File: src/multi_slot_oneshot_timer_defines.svh
// Assertion macros for the multi-slot one-shot timer.
`ifndef MULTI_SLOT_ONESHOT_TIMER_DEFINES_SVH
`define MULTI_SLOT_ONESHOT_TIMER_DEFINES_SVH

`ifndef NO_ASSERTIONS
`define MSOT_ASSERT_NOW(lbl, ante, cons, msg) \
  lbl: assert property (@(posedge clk) disable iff (rst) (ante) |-> (cons)) \
    else $error(msg);
`define MSOT_ASSERT_NEXT(lbl, ante, cons, msg) \
  lbl: assert property (@(posedge clk) disable iff (rst) (ante) |=> (cons)) \
    else $error(msg);
`else
`define MSOT_ASSERT_NOW(lbl, ante, cons, msg)
`define MSOT_ASSERT_NEXT(lbl, ante, cons, msg)
`endif

`endif

File: src/msot_pkg.sv
package msot_pkg;

  localparam int ADDR_W = 3;
  localparam logic [0:0] REG_QUANTA_PER_MS = 1'b0;
  localparam logic [15:0] QPM_RESET = 16'd1;
  localparam logic [15:0] SAT16 = 16'hFFFF;

  typedef enum logic [1:0] {
    EV_SCHED  = 2'd0,
    EV_REJECT = 2'd1,
    EV_FIRED  = 2'd2,
    EV_NONE   = 2'd3
  } msot_ev_t;

  typedef struct packed {
    logic load;
    logic mul;
    logic reject;
    logic srch_step;
    logic sched;
    logic tick_idle;
    logic tick_adv;
    logic scan_init;
    logic scan_rd;
    logic finish;
  } msot_cmd_t;

  typedef struct packed {
    logic full;
    logic slot_free;
    logic counting;
    logic expire;
    logic scan_last;
  } msot_stat_t;

endpackage

File: src/msot_regs.sv
module msot_regs
  import msot_pkg::*;
(
  input  logic              clk,
  input  logic              rst,
  input  logic              psel,
  input  logic              penable,
  input  logic              pwrite,
  input  logic [ADDR_W-1:0] paddr,
  input  logic [31:0]       pwdata,
  output logic [31:0]       prdata,
  output logic              pready,
  output logic [15:0]       qpm
);

  logic hit;

  assign hit    = (paddr[ADDR_W-1:2] == REG_QUANTA_PER_MS);
  assign pready = 1'b1;
  assign prdata = hit ? {16'd0, qpm} : 32'd0;

  always_ff @(posedge clk) begin
    if (rst) begin
      qpm <= QPM_RESET;
    end else if (psel && penable && pwrite && pready && hit) begin
      qpm <= pwdata[15:0];
    end
  end

endmodule

File: src/msot_ctrl.sv
module msot_ctrl
  import msot_pkg::*;
(
  input  logic       clk,
  input  logic       rst,
  input  logic       start,
  input  logic       mode,
  input  msot_stat_t stat,
  output msot_cmd_t  cmd,
  output logic       busy
);

  typedef enum logic [2:0] {
    S_IDLE,
    S_MUL,
    S_SRCH,
    S_TICK,
    S_SCAN,
    S_DRAIN,
    S_FIN
  } state_t;

  state_t state, state_next;

  always_comb begin
    cmd        = '0;
    state_next = state;
    unique case (state)
      S_IDLE: begin
        if (start) begin
          cmd.load   = 1'b1;
          state_next = mode ? S_TICK : S_MUL;
        end
      end
      S_MUL: begin
        cmd.mul = 1'b1;
        if (stat.full) begin
          cmd.reject = 1'b1;
          state_next = S_IDLE;
        end else begin
          state_next = S_SRCH;
        end
      end
      S_SRCH: begin
        if (stat.slot_free) begin
          cmd.sched  = 1'b1;
          state_next = S_IDLE;
        end else begin
          cmd.srch_step = 1'b1;
        end
      end
      S_TICK: begin
        if (!stat.counting) begin
          cmd.tick_idle = 1'b1;
          state_next    = S_IDLE;
        end else if (!stat.expire) begin
          cmd.tick_adv  = 1'b1;
          cmd.tick_idle = 1'b1;
          state_next    = S_IDLE;
        end else begin
          cmd.scan_init = 1'b1;
          state_next    = S_SCAN;
        end
      end
      S_SCAN: begin
        cmd.scan_rd = 1'b1;
        if (stat.scan_last) begin
          state_next = S_DRAIN;
        end
      end
      S_DRAIN: begin
        state_next = S_FIN;
      end
      S_FIN: begin
        cmd.finish = 1'b1;
        state_next = S_IDLE;
      end
      default: begin
        state_next = S_IDLE;
      end
    endcase
  end

  always_ff @(posedge clk) begin
    if (rst) begin
      state <= S_IDLE;
      busy  <= 1'b0;
    end else begin
      state <= state_next;
      busy  <= (state_next != S_IDLE);
    end
  end

endmodule

File: src/msot_dp.sv
module msot_dp
  import msot_pkg::*;
#(
  parameter int SLOTS = 16
) (
  input  logic        clk,
  input  logic        rst,
  input  msot_cmd_t   cmd,
  output msot_stat_t  stat,
  input  logic [15:0] qpm,
  input  logic [15:0] delay_ms,
  input  logic [7:0]  action_id,
  output logic        res_valid,
  output logic [1:0]  event_res,
  output logic [7:0]  fired_id,
  output logic [3:0]  slot_used,
  output logic        last
);

  localparam int SW  = $clog2(SLOTS);
  localparam int OCW = $clog2(SLOTS + 1);

  logic [7:0]     mem_id  [SLOTS];
  logic [32:0]    mem_rem [SLOTS];

  logic [SLOTS-1:0] busy_v;
  logic [15:0]    delay_r;
  logic [7:0]     id_r;
  logic [31:0]    quanta;
  logic [15:0]    count_now;
  logic [15:0]    reload;
  logic           counting;
  logic [SW-1:0]  next_slot;
  logic [OCW-1:0] occ;
  logic [SW-1:0]  ptr;
  logic [SW-1:0]  idx;
  logic           p_vld;
  logic [SW-1:0]  p_idx;
  logic [7:0]     rd_id;
  logic [32:0]    rd_rem;
  logic           pend_vld;
  logic [7:0]     pend_id;
  logic [SW-1:0]  pend_idx;
  logic           any_left;
  logic [32:0]    minrem;

  logic [SW-1:0]  ptr_inc;
  logic [15:0]    count_inc;
  logic [32:0]    rem_new;
  logic [32:0]    sched_rem;
  logic [15:0]    gap;
  logic           shorten;
  logic           proc_fire;
  logic           proc_keep;
  logic           new_min;

  logic           em_vld;
  msot_ev_t       em_ev;
  logic [7:0]     em_id;
  logic [3:0]     em_slot;
  logic           em_last;

  assign ptr_inc   = (ptr == SW'(SLOTS - 1)) ? '0 : ptr + 1'b1;
  assign count_inc = count_now + 16'd1;
  assign rem_new   = rd_rem - {17'd0, reload};
  assign sched_rem = counting ? {1'b0, quanta} + {17'd0, count_now} : {1'b0, quanta};
  assign gap       = reload - count_now;
  assign shorten   = (reload > count_now) && ({16'd0, gap} > quanta);
  assign proc_fire = p_vld && busy_v[p_idx] && (rd_rem <= {17'd0, reload});
  assign proc_keep = p_vld && busy_v[p_idx] && !(rd_rem <= {17'd0, reload});
  assign new_min   = !any_left || (rem_new < minrem);

  assign stat.full      = (occ == OCW'(SLOTS));
  assign stat.slot_free = !busy_v[ptr];
  assign stat.counting  = counting;
  assign stat.expire    = !(count_inc < reload);
  assign stat.scan_last = (idx == SW'(SLOTS - 1));

  always_comb begin
    em_vld  = 1'b0;
    em_ev   = EV_NONE;
    em_id   = 8'd0;
    em_slot = 4'd0;
    em_last = 1'b1;
    if (cmd.reject) begin
      em_vld = 1'b1;
      em_ev  = EV_REJECT;
    end else if (cmd.sched) begin
      em_vld  = 1'b1;
      em_ev   = EV_SCHED;
      em_slot = 4'(ptr);
    end else if (cmd.tick_idle) begin
      em_vld = 1'b1;
    end else if (proc_fire && pend_vld) begin
      em_vld  = 1'b1;
      em_ev   = EV_FIRED;
      em_id   = pend_id;
      em_slot = 4'(pend_idx);
      em_last = 1'b0;
    end else if (cmd.finish) begin
      em_vld = 1'b1;
      if (pend_vld) begin
        em_ev   = EV_FIRED;
        em_id   = pend_id;
        em_slot = 4'(pend_idx);
      end
    end
  end

  always_ff @(posedge clk) begin
    if (rst) begin
      busy_v    <= '0;
      count_now <= 16'd0;
      reload    <= 16'd0;
      counting  <= 1'b0;
      next_slot <= '0;
      occ       <= '0;
      res_valid <= 1'b0;
      p_vld     <= 1'b0;
      pend_vld  <= 1'b0;
      any_left  <= 1'b0;
    end else begin
      res_valid <= em_vld;
      p_vld     <= cmd.scan_rd;
      if (cmd.sched) begin
        busy_v[ptr] <= 1'b1;
        occ         <= occ + 1'b1;
        next_slot   <= ptr_inc;
        if (counting) begin
          if (shorten) begin
            reload <= count_now + quanta[15:0];
          end
        end else begin
          count_now <= 16'd0;
          reload    <= (quanta >= {16'd0, SAT16}) ? SAT16 : quanta[15:0];
          counting  <= 1'b1;
        end
      end
      if (cmd.tick_adv) begin
        count_now <= count_inc;
      end
      if (cmd.scan_init) begin
        pend_vld <= 1'b0;
        any_left <= 1'b0;
      end
      if (proc_fire) begin
        busy_v[p_idx] <= 1'b0;
        occ           <= occ - 1'b1;
        pend_vld      <= 1'b1;
      end
      if (proc_keep) begin
        any_left <= 1'b1;
      end
      if (cmd.finish) begin
        count_now <= 16'd0;
        if (any_left) begin
          reload <= (minrem >= {17'd0, SAT16}) ? SAT16 : minrem[15:0];
        end else begin
          counting  <= 1'b0;
          next_slot <= '0;
        end
      end
    end
  end

  always_ff @(posedge clk) begin
    event_res <= em_ev;
    fired_id  <= em_id;
    slot_used <= em_slot;
    last      <= em_last;
    p_idx     <= idx;
    if (cmd.load) begin
      delay_r <= delay_ms;
      id_r    <= action_id;
      ptr     <= next_slot;
    end
    if (cmd.srch_step) begin
      ptr <= ptr_inc;
    end
    if (cmd.mul) begin
      quanta <= 32'(delay_r) * 32'(qpm);
    end
    if (cmd.scan_init) begin
      idx <= '0;
    end else if (cmd.scan_rd) begin
      idx <= idx + 1'b1;
    end
    if (proc_fire) begin
      pend_id  <= rd_id;
      pend_idx <= p_idx;
    end
    if (proc_keep && new_min) begin
      minrem <= rem_new;
    end
  end

  always_ff @(posedge clk) begin
    if (cmd.sched) begin
      mem_id[ptr] <= id_r;
    end
    if (cmd.scan_rd) begin
      rd_id <= mem_id[idx];
    end
  end

  always_ff @(posedge clk) begin
    if (cmd.sched) begin
      mem_rem[ptr] <= sched_rem;
    end else if (proc_keep) begin
      mem_rem[p_idx] <= rem_new;
    end
    if (cmd.scan_rd) begin
      rd_rem <= mem_rem[idx];
    end
  end

endmodule

File: src/multi_slot_oneshot_timer.sv
// Schedule: a free slot is searched for after accept (one slot searched a cycle); reject if full.
// Expiry tick: one slot read a cycle from the table memory; fired beats in slot order, at
// most one a cycle, last beat as busy drops.
// One item at a time, next item taken once busy drops; results cannot be stalled.
// Reset: table empty, counter stopped, quanta_per_ms = 1; no clearing pass.
`include "multi_slot_oneshot_timer_defines.svh"

module multi_slot_oneshot_timer
  import msot_pkg::*;
#(
  parameter int SLOTS = 16
) (
  input  logic              clk,
  input  logic              rst,
  input  logic              start,
  output logic              busy,
  input  logic              mode,
  input  logic [15:0]       delay_ms,
  input  logic [7:0]        action_id,
  output logic              res_valid,
  output logic [1:0]        event_res,
  output logic [7:0]        fired_id,
  output logic [3:0]        slot_used,
  output logic              last,
  input  logic              psel,
  input  logic              penable,
  input  logic              pwrite,
  input  logic [ADDR_W-1:0] paddr,
  input  logic [31:0]       pwdata,
  output logic [31:0]       prdata,
  output logic              pready
);

  msot_cmd_t   cmd;
  msot_stat_t  stat;
  logic [15:0] qpm;

  msot_regs u_regs (
    .clk     (clk),
    .rst     (rst),
    .psel    (psel),
    .penable (penable),
    .pwrite  (pwrite),
    .paddr   (paddr),
    .pwdata  (pwdata),
    .prdata  (prdata),
    .pready  (pready),
    .qpm     (qpm)
  );

  msot_ctrl u_ctrl (
    .clk   (clk),
    .rst   (rst),
    .start (start),
    .mode  (mode),
    .stat  (stat),
    .cmd   (cmd),
    .busy  (busy)
  );

  msot_dp #(
    .SLOTS (SLOTS)
  ) u_dp (
    .clk       (clk),
    .rst       (rst),
    .cmd       (cmd),
    .stat      (stat),
    .qpm       (qpm),
    .delay_ms  (delay_ms),
    .action_id (action_id),
    .res_valid (res_valid),
    .event_res (event_res),
    .fired_id  (fired_id),
    .slot_used (slot_used),
    .last      (last)
  );

  `MSOT_ASSERT_NEXT(a_accept_busy, start && !busy, busy, "accepted item did not raise busy")
  `MSOT_ASSERT_NEXT(a_accept_quiet, start && !busy, !res_valid, "beat right after accept")
  `MSOT_ASSERT_NOW(a_single_last, res_valid && (event_res != EV_FIRED), last,
                   "single beat without last")
  `MSOT_ASSERT_NOW(a_id_zero, res_valid && (event_res != EV_FIRED), fired_id == 8'd0,
                   "fired_id set on a beat that fired nothing")

endmodule
File: config.mk
export PLATFORM = sky130hd
export DESIGN_NAME = multi_slot_oneshot_timer
export DESIGN_NICKNAME = d
export VERILOG_FILES = /design/src/msot_pkg.sv /design/src/msot_regs.sv /design/src/msot_ctrl.sv /design/src/msot_dp.sv /design/src/multi_slot_oneshot_timer.sv
export VERILOG_INCLUDE_DIRS = /design/src /design/src/src
export SDC_FILE = /design/constraint.sdc
export NUM_CORES = 2
export LEC_CHECK = 0
export BUFFER_PORTS_ARGS = -buffer_cell sky130_fd_sc_hd__buf_2
export CAP_MARGIN = 20
export CELL_PAD_IN_SITES_DETAIL_PLACEMENT = 1
export CELL_PAD_IN_SITES_GLOBAL_PLACEMENT = 1
export CORE_MARGIN = 3
export CORE_UTILIZATION = 58
export CTS_CLUSTER_DIAMETER = 60
export DETAILED_ROUTE_END_ITERATION = 7
export PLACE_DENSITY = 0.92
export SYNTH_ARGS = -nofsm -noshare
export SYNTH_HDL_FRONTEND = slang
export SYNTH_SLANG_ARGS = --single-unit
File: constraint.sdc
create_clock -name clk -period 20.5 [get_ports clk]
set_input_delay 3.075 -clock clk [delete_from_list [all_inputs] [get_ports clk]]
set_output_delay 3.075 -clock clk [all_outputs]
set_load 0.02 [all_outputs]
**Word level (Yosys, flattened, before mapping)**

Memories as Yosys holds them, arrays and structs flattened. A register that Yosys moved wholly into a read port is not among the register bits.
Index checks and enable logic that the tools add are counted.

- $add $sub $neg: 9
- Multiply operators: 1
- $lt $le $gt $ge: 11
- Equal/unequal tests: 10
- Mux-type cells: 86
- Bitwise operators: 4
- Reduce and logical (&&, ||, !) cells: 26

Operators with widths:

| kind | number |
|---|---|
| $mux 16 | 14 |
| $mux 33 | 2 |
| $mux 4 | 12 |
| $add 32x16->33 | 1 |
| $ge 33x16->1 const B | 1 |
| $le 33x16->1 | 1 |
| $lt 33x33->1 | 1 |
| $mux 1 | 33 |
| $reduce_or 33->1 | 1 |
| $sub 33x16->33 | 1 |
| $ge 32x16->1 const B | 1 |
| $gt 16x32->1 | 1 |
| $mul 16x16->32 | 1 |
| $mux 8 | 3 |
| $mux 2 | 9 |
| $mux 3 | 6 |
| $pmux 3 s6 | 1 |
| $add 16x1->16 const B | 1 |
| $add 16x16->16 | 1 |
| $and 16x16->16 | 1 |
| $gt 16x16->1 | 1 |
| $lt 16x16->1 | 1 |
| $not 16->16 | 1 |
| $or 16x16->16 | 1 |
| other kinds (25) | 51 |

- Bits in registers: 210
- Bits in writable memories: 656
- Input bits: 66
- Output and inout port bits: 50
- Word-level logic and storage cells: 176
- Memories kept: 2

Memory list:

| memory | words | bits a word | rd ports | clocked after Yosys merged registers in | write ports | RTL line | RTL |
|---|---|---|---|---|---|---|---|
| u_dp.mem_rem | 16 | 33 | 1 | 1 | 1 | msot_dp.sv:24 | `logic [32:0] mem_rem [SLOTS];` |
| u_dp.mem_id | 16 | 8 | 1 | 1 | 1 | msot_dp.sv:23 | `logic [7:0] mem_id [SLOTS];` |

**Depth between registers and ports, before layout**

- Depth in word-level cells: 9
- Mapped depth: 24
- Gate-level depth less buffers: 22

**Hierarchy**

From an unflattened synthesis, not the netlist that was laid out.

- Cell total of the unflattened synthesis: 3489
- Area total of the unflattened synthesis: 48252.5 sq um

By module, submodules not included:

| module | times used | cells each | area each (sq um) | seq. area each (sq um) |
|---|---|---|---|---|
| msot_dp | 1 | 3349 | 46986.3 | 25784.7 |
| msot_regs | 1 | 106 | 982.2 | 320.3 |
| msot_ctrl | 1 | 34 | 284.0 | 80.1 |

**Worst setup path after synthesis**

Ideal clock, no wire load.

- Path kind: input to output
- Start point: input paddr[2]
- End point: output prdata[10]
- Arrival: 3.588 ns
- Required time: 17.425 ns
- Slack: 13.837 ns
- Stages on the path: 2
- Path buffers: 1
- Cells stage by stage: clkbuf_1 nor2b_1

- Cells in the longest elaborated chain, start to end: 1

RTL lines:

| what | RTL line | RTL |
|---|---|---|
| start: declaration | multi_slot_oneshot_timer.sv:28 | `input logic [ADDR_W-1:0] paddr,` |
| $mux 16 | msot_regs.sv:20 | `assign prdata = hit ? {16'd0, qpm} : 32'd0;` |
| end: declaration | multi_slot_oneshot_timer.sv:30 | `output logic [31:0] prdata,` |

Every way passes these cells.

**Final worst setup path**

- Start point: register u_regs.qpm[3]
- End point: register u_dp.quanta[30], data pin

- Cells in the longest elaborated chain, start to end: 1

RTL lines:

| what | RTL line | RTL |
|---|---|---|
| start: declaration | msot_regs.sv:13 | `output logic [15:0] qpm` |
| start signal: assignment | msot_regs.sv:26 | `qpm <= pwdata[15:0];` |
| $mul 16x16->32 | msot_dp.sv:181 | `quanta <= 32'(delay_r) * 32'(qpm);` |
| end signal: assignment | msot_dp.sv:181 |  |
| end: declaration | msot_dp.sv:29 | `logic [31:0] quanta;` |

Every way passes these cells.
A chain may end at the register's enable or synchronous reset.

==> flow_metrics.tcl <==
set metrics [dict create \
    yosys_most_used_dff "edfxtp_1" \
    worstSetupPathType "reg2reg" \
    multi_input_area_sq_um 20100 \
    dieArea_sq_um 86000 \
    drt_iter0_drc 7085 \
    design_area_sq_um 53100 \
    yosys.area.top_type_share 0.503 \
    crit_path_end_kind "flop" \
    areaGrowthSynthToFinish_pct 11.0 \
    die_w_um 293 \
    postRouteAntennaNets 0 \
    synth_top_family_by_area "adder cells" \
    wire_per_inst_um 42.2 \
    r2r_start "u_regs.qpm[3]" \
    synthTopCellsByArea "edfxtp_1 50%, mux4_2 10%, fa_1 8.3%, ha_1 5.9%, dfxtp_1 4.4%" \
    seqPwrFrac 0.454 \
    outcome "complete, but fails checks" \
    hp-class "reg2reg" \
    ys_seq_elements 907 \
    slew_viol_final 0 \
    hpwlAfterDp_um 92300 \
    min_from "u_dp.rd_id[7]" \
    synth_adder_area_share 0.142 \
    grt-ovfl-total 0 \
    finalSetupViolCount 0 \
    place_area_sq_um 49600 \
    crit_arrival_ns 9.59 \
    io_pins 116 \
    path_clk_slew_ns 0.07 \
    swShare 0.290 \
    synth.avg_cell_area_sq_um 14.0 \
    cts-root-buf "clkbuf_16" \
    finalWeightedCongestion 0.877 \
    clk-insertion-delay-late_ns 0.77 \
    hold_violations 0 \
    holdBufCountCts 0 \
    synthSimpleGateAreaFrac 0.0840 \
    rsz0062_at_grt "false" \
    floorplan.initialDensity 0.590 \
    yosysTopAreaCell "edfxtp_1" \
    p_comb_frac 0.129 \
    yosys_warnings 0 \
    finalClockSkew_ns 0.0858 \
    drv_cap 0 \
    synth.area.mux_share 0.109 \
    via_count 36700 \
    grtUsageTotal 0.413 \
    synth_edf_count 802 \
    synth-compound-area-share 0.0577 \
    netlist_area_sq_um 47900 \
    total_leakage_power_nw 19.7 \
    power_density_nw_per_um2 87.9 \
    async_flop_share 0 \
    clock_sinks 907 \
    grt_pass1_vias 37400 \
    grt_max_degree 95 \
    power.total_mw 4.67 \
    worstPathRequired_ns 20.96 \
    startpoint "u_regs.qpm[3]" \
    cellInternalPower_mw 3.31 \
    startpoint_type "flop" \
    drc 1 \
    core.rowCount 104 \
    synth_xor_area_frac 0.0207 \
    yosysSeqAreaShare 0.547 \
    dieHeight_um 293 \
    vias_per_cell 7.87 \
    ys_types 89 \
    port-buffer-count 80 \
    post-route-min-period_ns 9.13 \
    postSynthCellCount 3408 \
    whs_ns 0.430 \
    fin_setup_tns_ns 0 \
    fin_crit_sh 0.445 \
    antenna_found_initial 24 \
    coreArea_sq_um 81100 \
    grt_pass1_wl_um 257000 \
    p_switching_mw 1.36 \
    tritoncts "yes" \
    layout-drive-gt1-share 0.159 \
    violations "design-rule violations" \
    relSlewSlack 0.0637 \
    worstMarginPinSlew_ns 1.40 \
    fin_nets 3998 \
    clockBufferDepth 3 \
    htreeDepth 3 \
    first_pass_iters 8 \
    clock.fmax_ghz 0.110 \
    finalWirelength_um 197000 \
    ctsResizeCount 0 \
    seqCellArea_sq_um 26200 \
    ir_worst_vdd_mv 0.0961 \
    post_cts_buffers 0 \
    power_frac_clock 0.417 \
    fill_cells 7332 \
    cts_made_buffers 97 \
    worst-path-max-fanout 18 \
]
==> cell usage in the layout (no fill, tap or decap), types with 83 or more instances in the layout <==
cell | synthesis | routed
fa_1 | 198 | 198
nor2_1 | 127 | 125
inv_1 | 341 | 341
a21oi_1 | 102 | 101
o21ai_0 | 83 | 83
and2_1 | 140 | 140
edfxtp_1 | 802 | 802
buf_2 | 6 | 83
nand2_1 | 278 | 278
mux4_2 | 215 | 215
ha_1 | 225 | 225
clkbuf_16 | 0 | 98
dfxtp_1 | 105 | 101
==> power by group through the flow <==
| stage | Clock [mW] | Sequential [mW] | Combinational (mW) |
|---|---|---|---|
| 6_report | 1.95 | 2.12 | 0.602 |
| 5_1_grt | 2.00 | 2.12 | 0.620 |
| 4_1_cts | 1.89 | 2.11 | 0.544 |
| 3_5_place_dp | 0 | 2.15 | 0.492 |
| 3_3_place_gp | 0 | 2.14 | 0.457 |
| 2_1_floorplan | 0 | 2.11 | 0.373 |
==> critical path: stages (launching register included) <==
cell and delay (ns):
dfxtp_1 0.96, nand2_1 0.28, fa_1 0.68, fa_1 0.47
fa_1 0.70, fa_1 0.82, inv_1 0.12, fa_1 0.53
inv_1 0.10, fa_1 0.57, inv_1 0.07, ha_1 0.40
nand2_1 0.17, nor2_1 1.06, a32oi_1 0.65, o21ai_0 0.62
or3_1 0.29, a2111oi_0 0.13, nand3b_1 0.20
==> flip-flops by register name (all words and copies together) (netlist names), 5 cells and up <==
signal,flops
u_dp.count_now,16
u_dp.minrem,33
u_dp.reload,16
u_dp.busy_v,16
u_dp.pend_id,8
u_regs.qpm,16
u_dp.delay_r,16
u_dp.mem_rem,528
u_dp.rd_rem,33
u_dp.occ,5
u_dp.id_r,8
u_dp.fired_id,8
u_dp.mem_id,128
u_dp.rd_id,8
u_dp.quanta,32
==> Yosys cell counts (all sizes together), types with 28 or more instances <==
cell type and n:
buf 40, edfxtp 802, nand4 28, xor2 41, nand2 278, dfxtp 105
mux4 215, xnor2 72, a211oi 32, nor2b 30, nand3 50, ha 225
a21oi 102, nor2 129, clkbuf 106, fa 198, o21ai 84, and2 142
a21o 48, and3 31, nor3 47, inv 342
==> per-layer routing <==
layer  global-route usage  vias to the layer above  wire length, um
met5                    0                        -              225
met4                0.298                       18            22200
met1                0.478                    17500            58700
met2                0.666                     4642            87300
met3                0.115                     1853            28400
li1                     -                    12700                -
==> layout make-up <==
| cell class | instances | share of cell area |
|---|---|---|
| Clock inverter | 53 | 0.0128 |
| Timing Repair Buffer | 133 | 0.0155 |
| Antenna cell | 15 | 0.000707 |
| Clock buffer | 129 | 0.0506 |
| Inverter | 343 | 0.0243 |
| Multi-Input combinational cell | 2027 | 0.378 |
| Tap cell | 1060 | 0.0250 |
| Sequential cell | 907 | 0.493 |
==> path summary, 6_finish.rpt <==
kind,endpoint,slack (ns),cells past startpoint
setup / recovery,u_dp.quanta[30],11.37,18
setup reg to reg,u_dp.quanta[30],11.37,18
hold / removal,u_dp.pend_id[7],0.43,0
hold reg to reg,u_dp.pend_id[7],0.43,0
==> kinds of logic (layout without fill, tap and decap cells) <==
family          after synthesis  in the layout
xor+xnor                    113            113
flops                       907            907
compound gates              418            418
fa+ha+maj                   423            423
mux                         248            248
other cells                   2             32
simple gates                808            808
buf+inv                     489            658
==> through the flow <==
step / setup slack (ns) / cells / utilization
after global routing: 11.62 / 4656 / 0.655
after detailed placement: 13.40 / 4463 / 0.612
final: 11.37 / 4667 / 0.655
after floorplan: 13.84 / 3423 / -
after CTS: 12.90 / 4645 / 0.654
after global placement: 13.66 / 4463 / 0.612
Note: power is estimated with default switching activity, not from simulation.
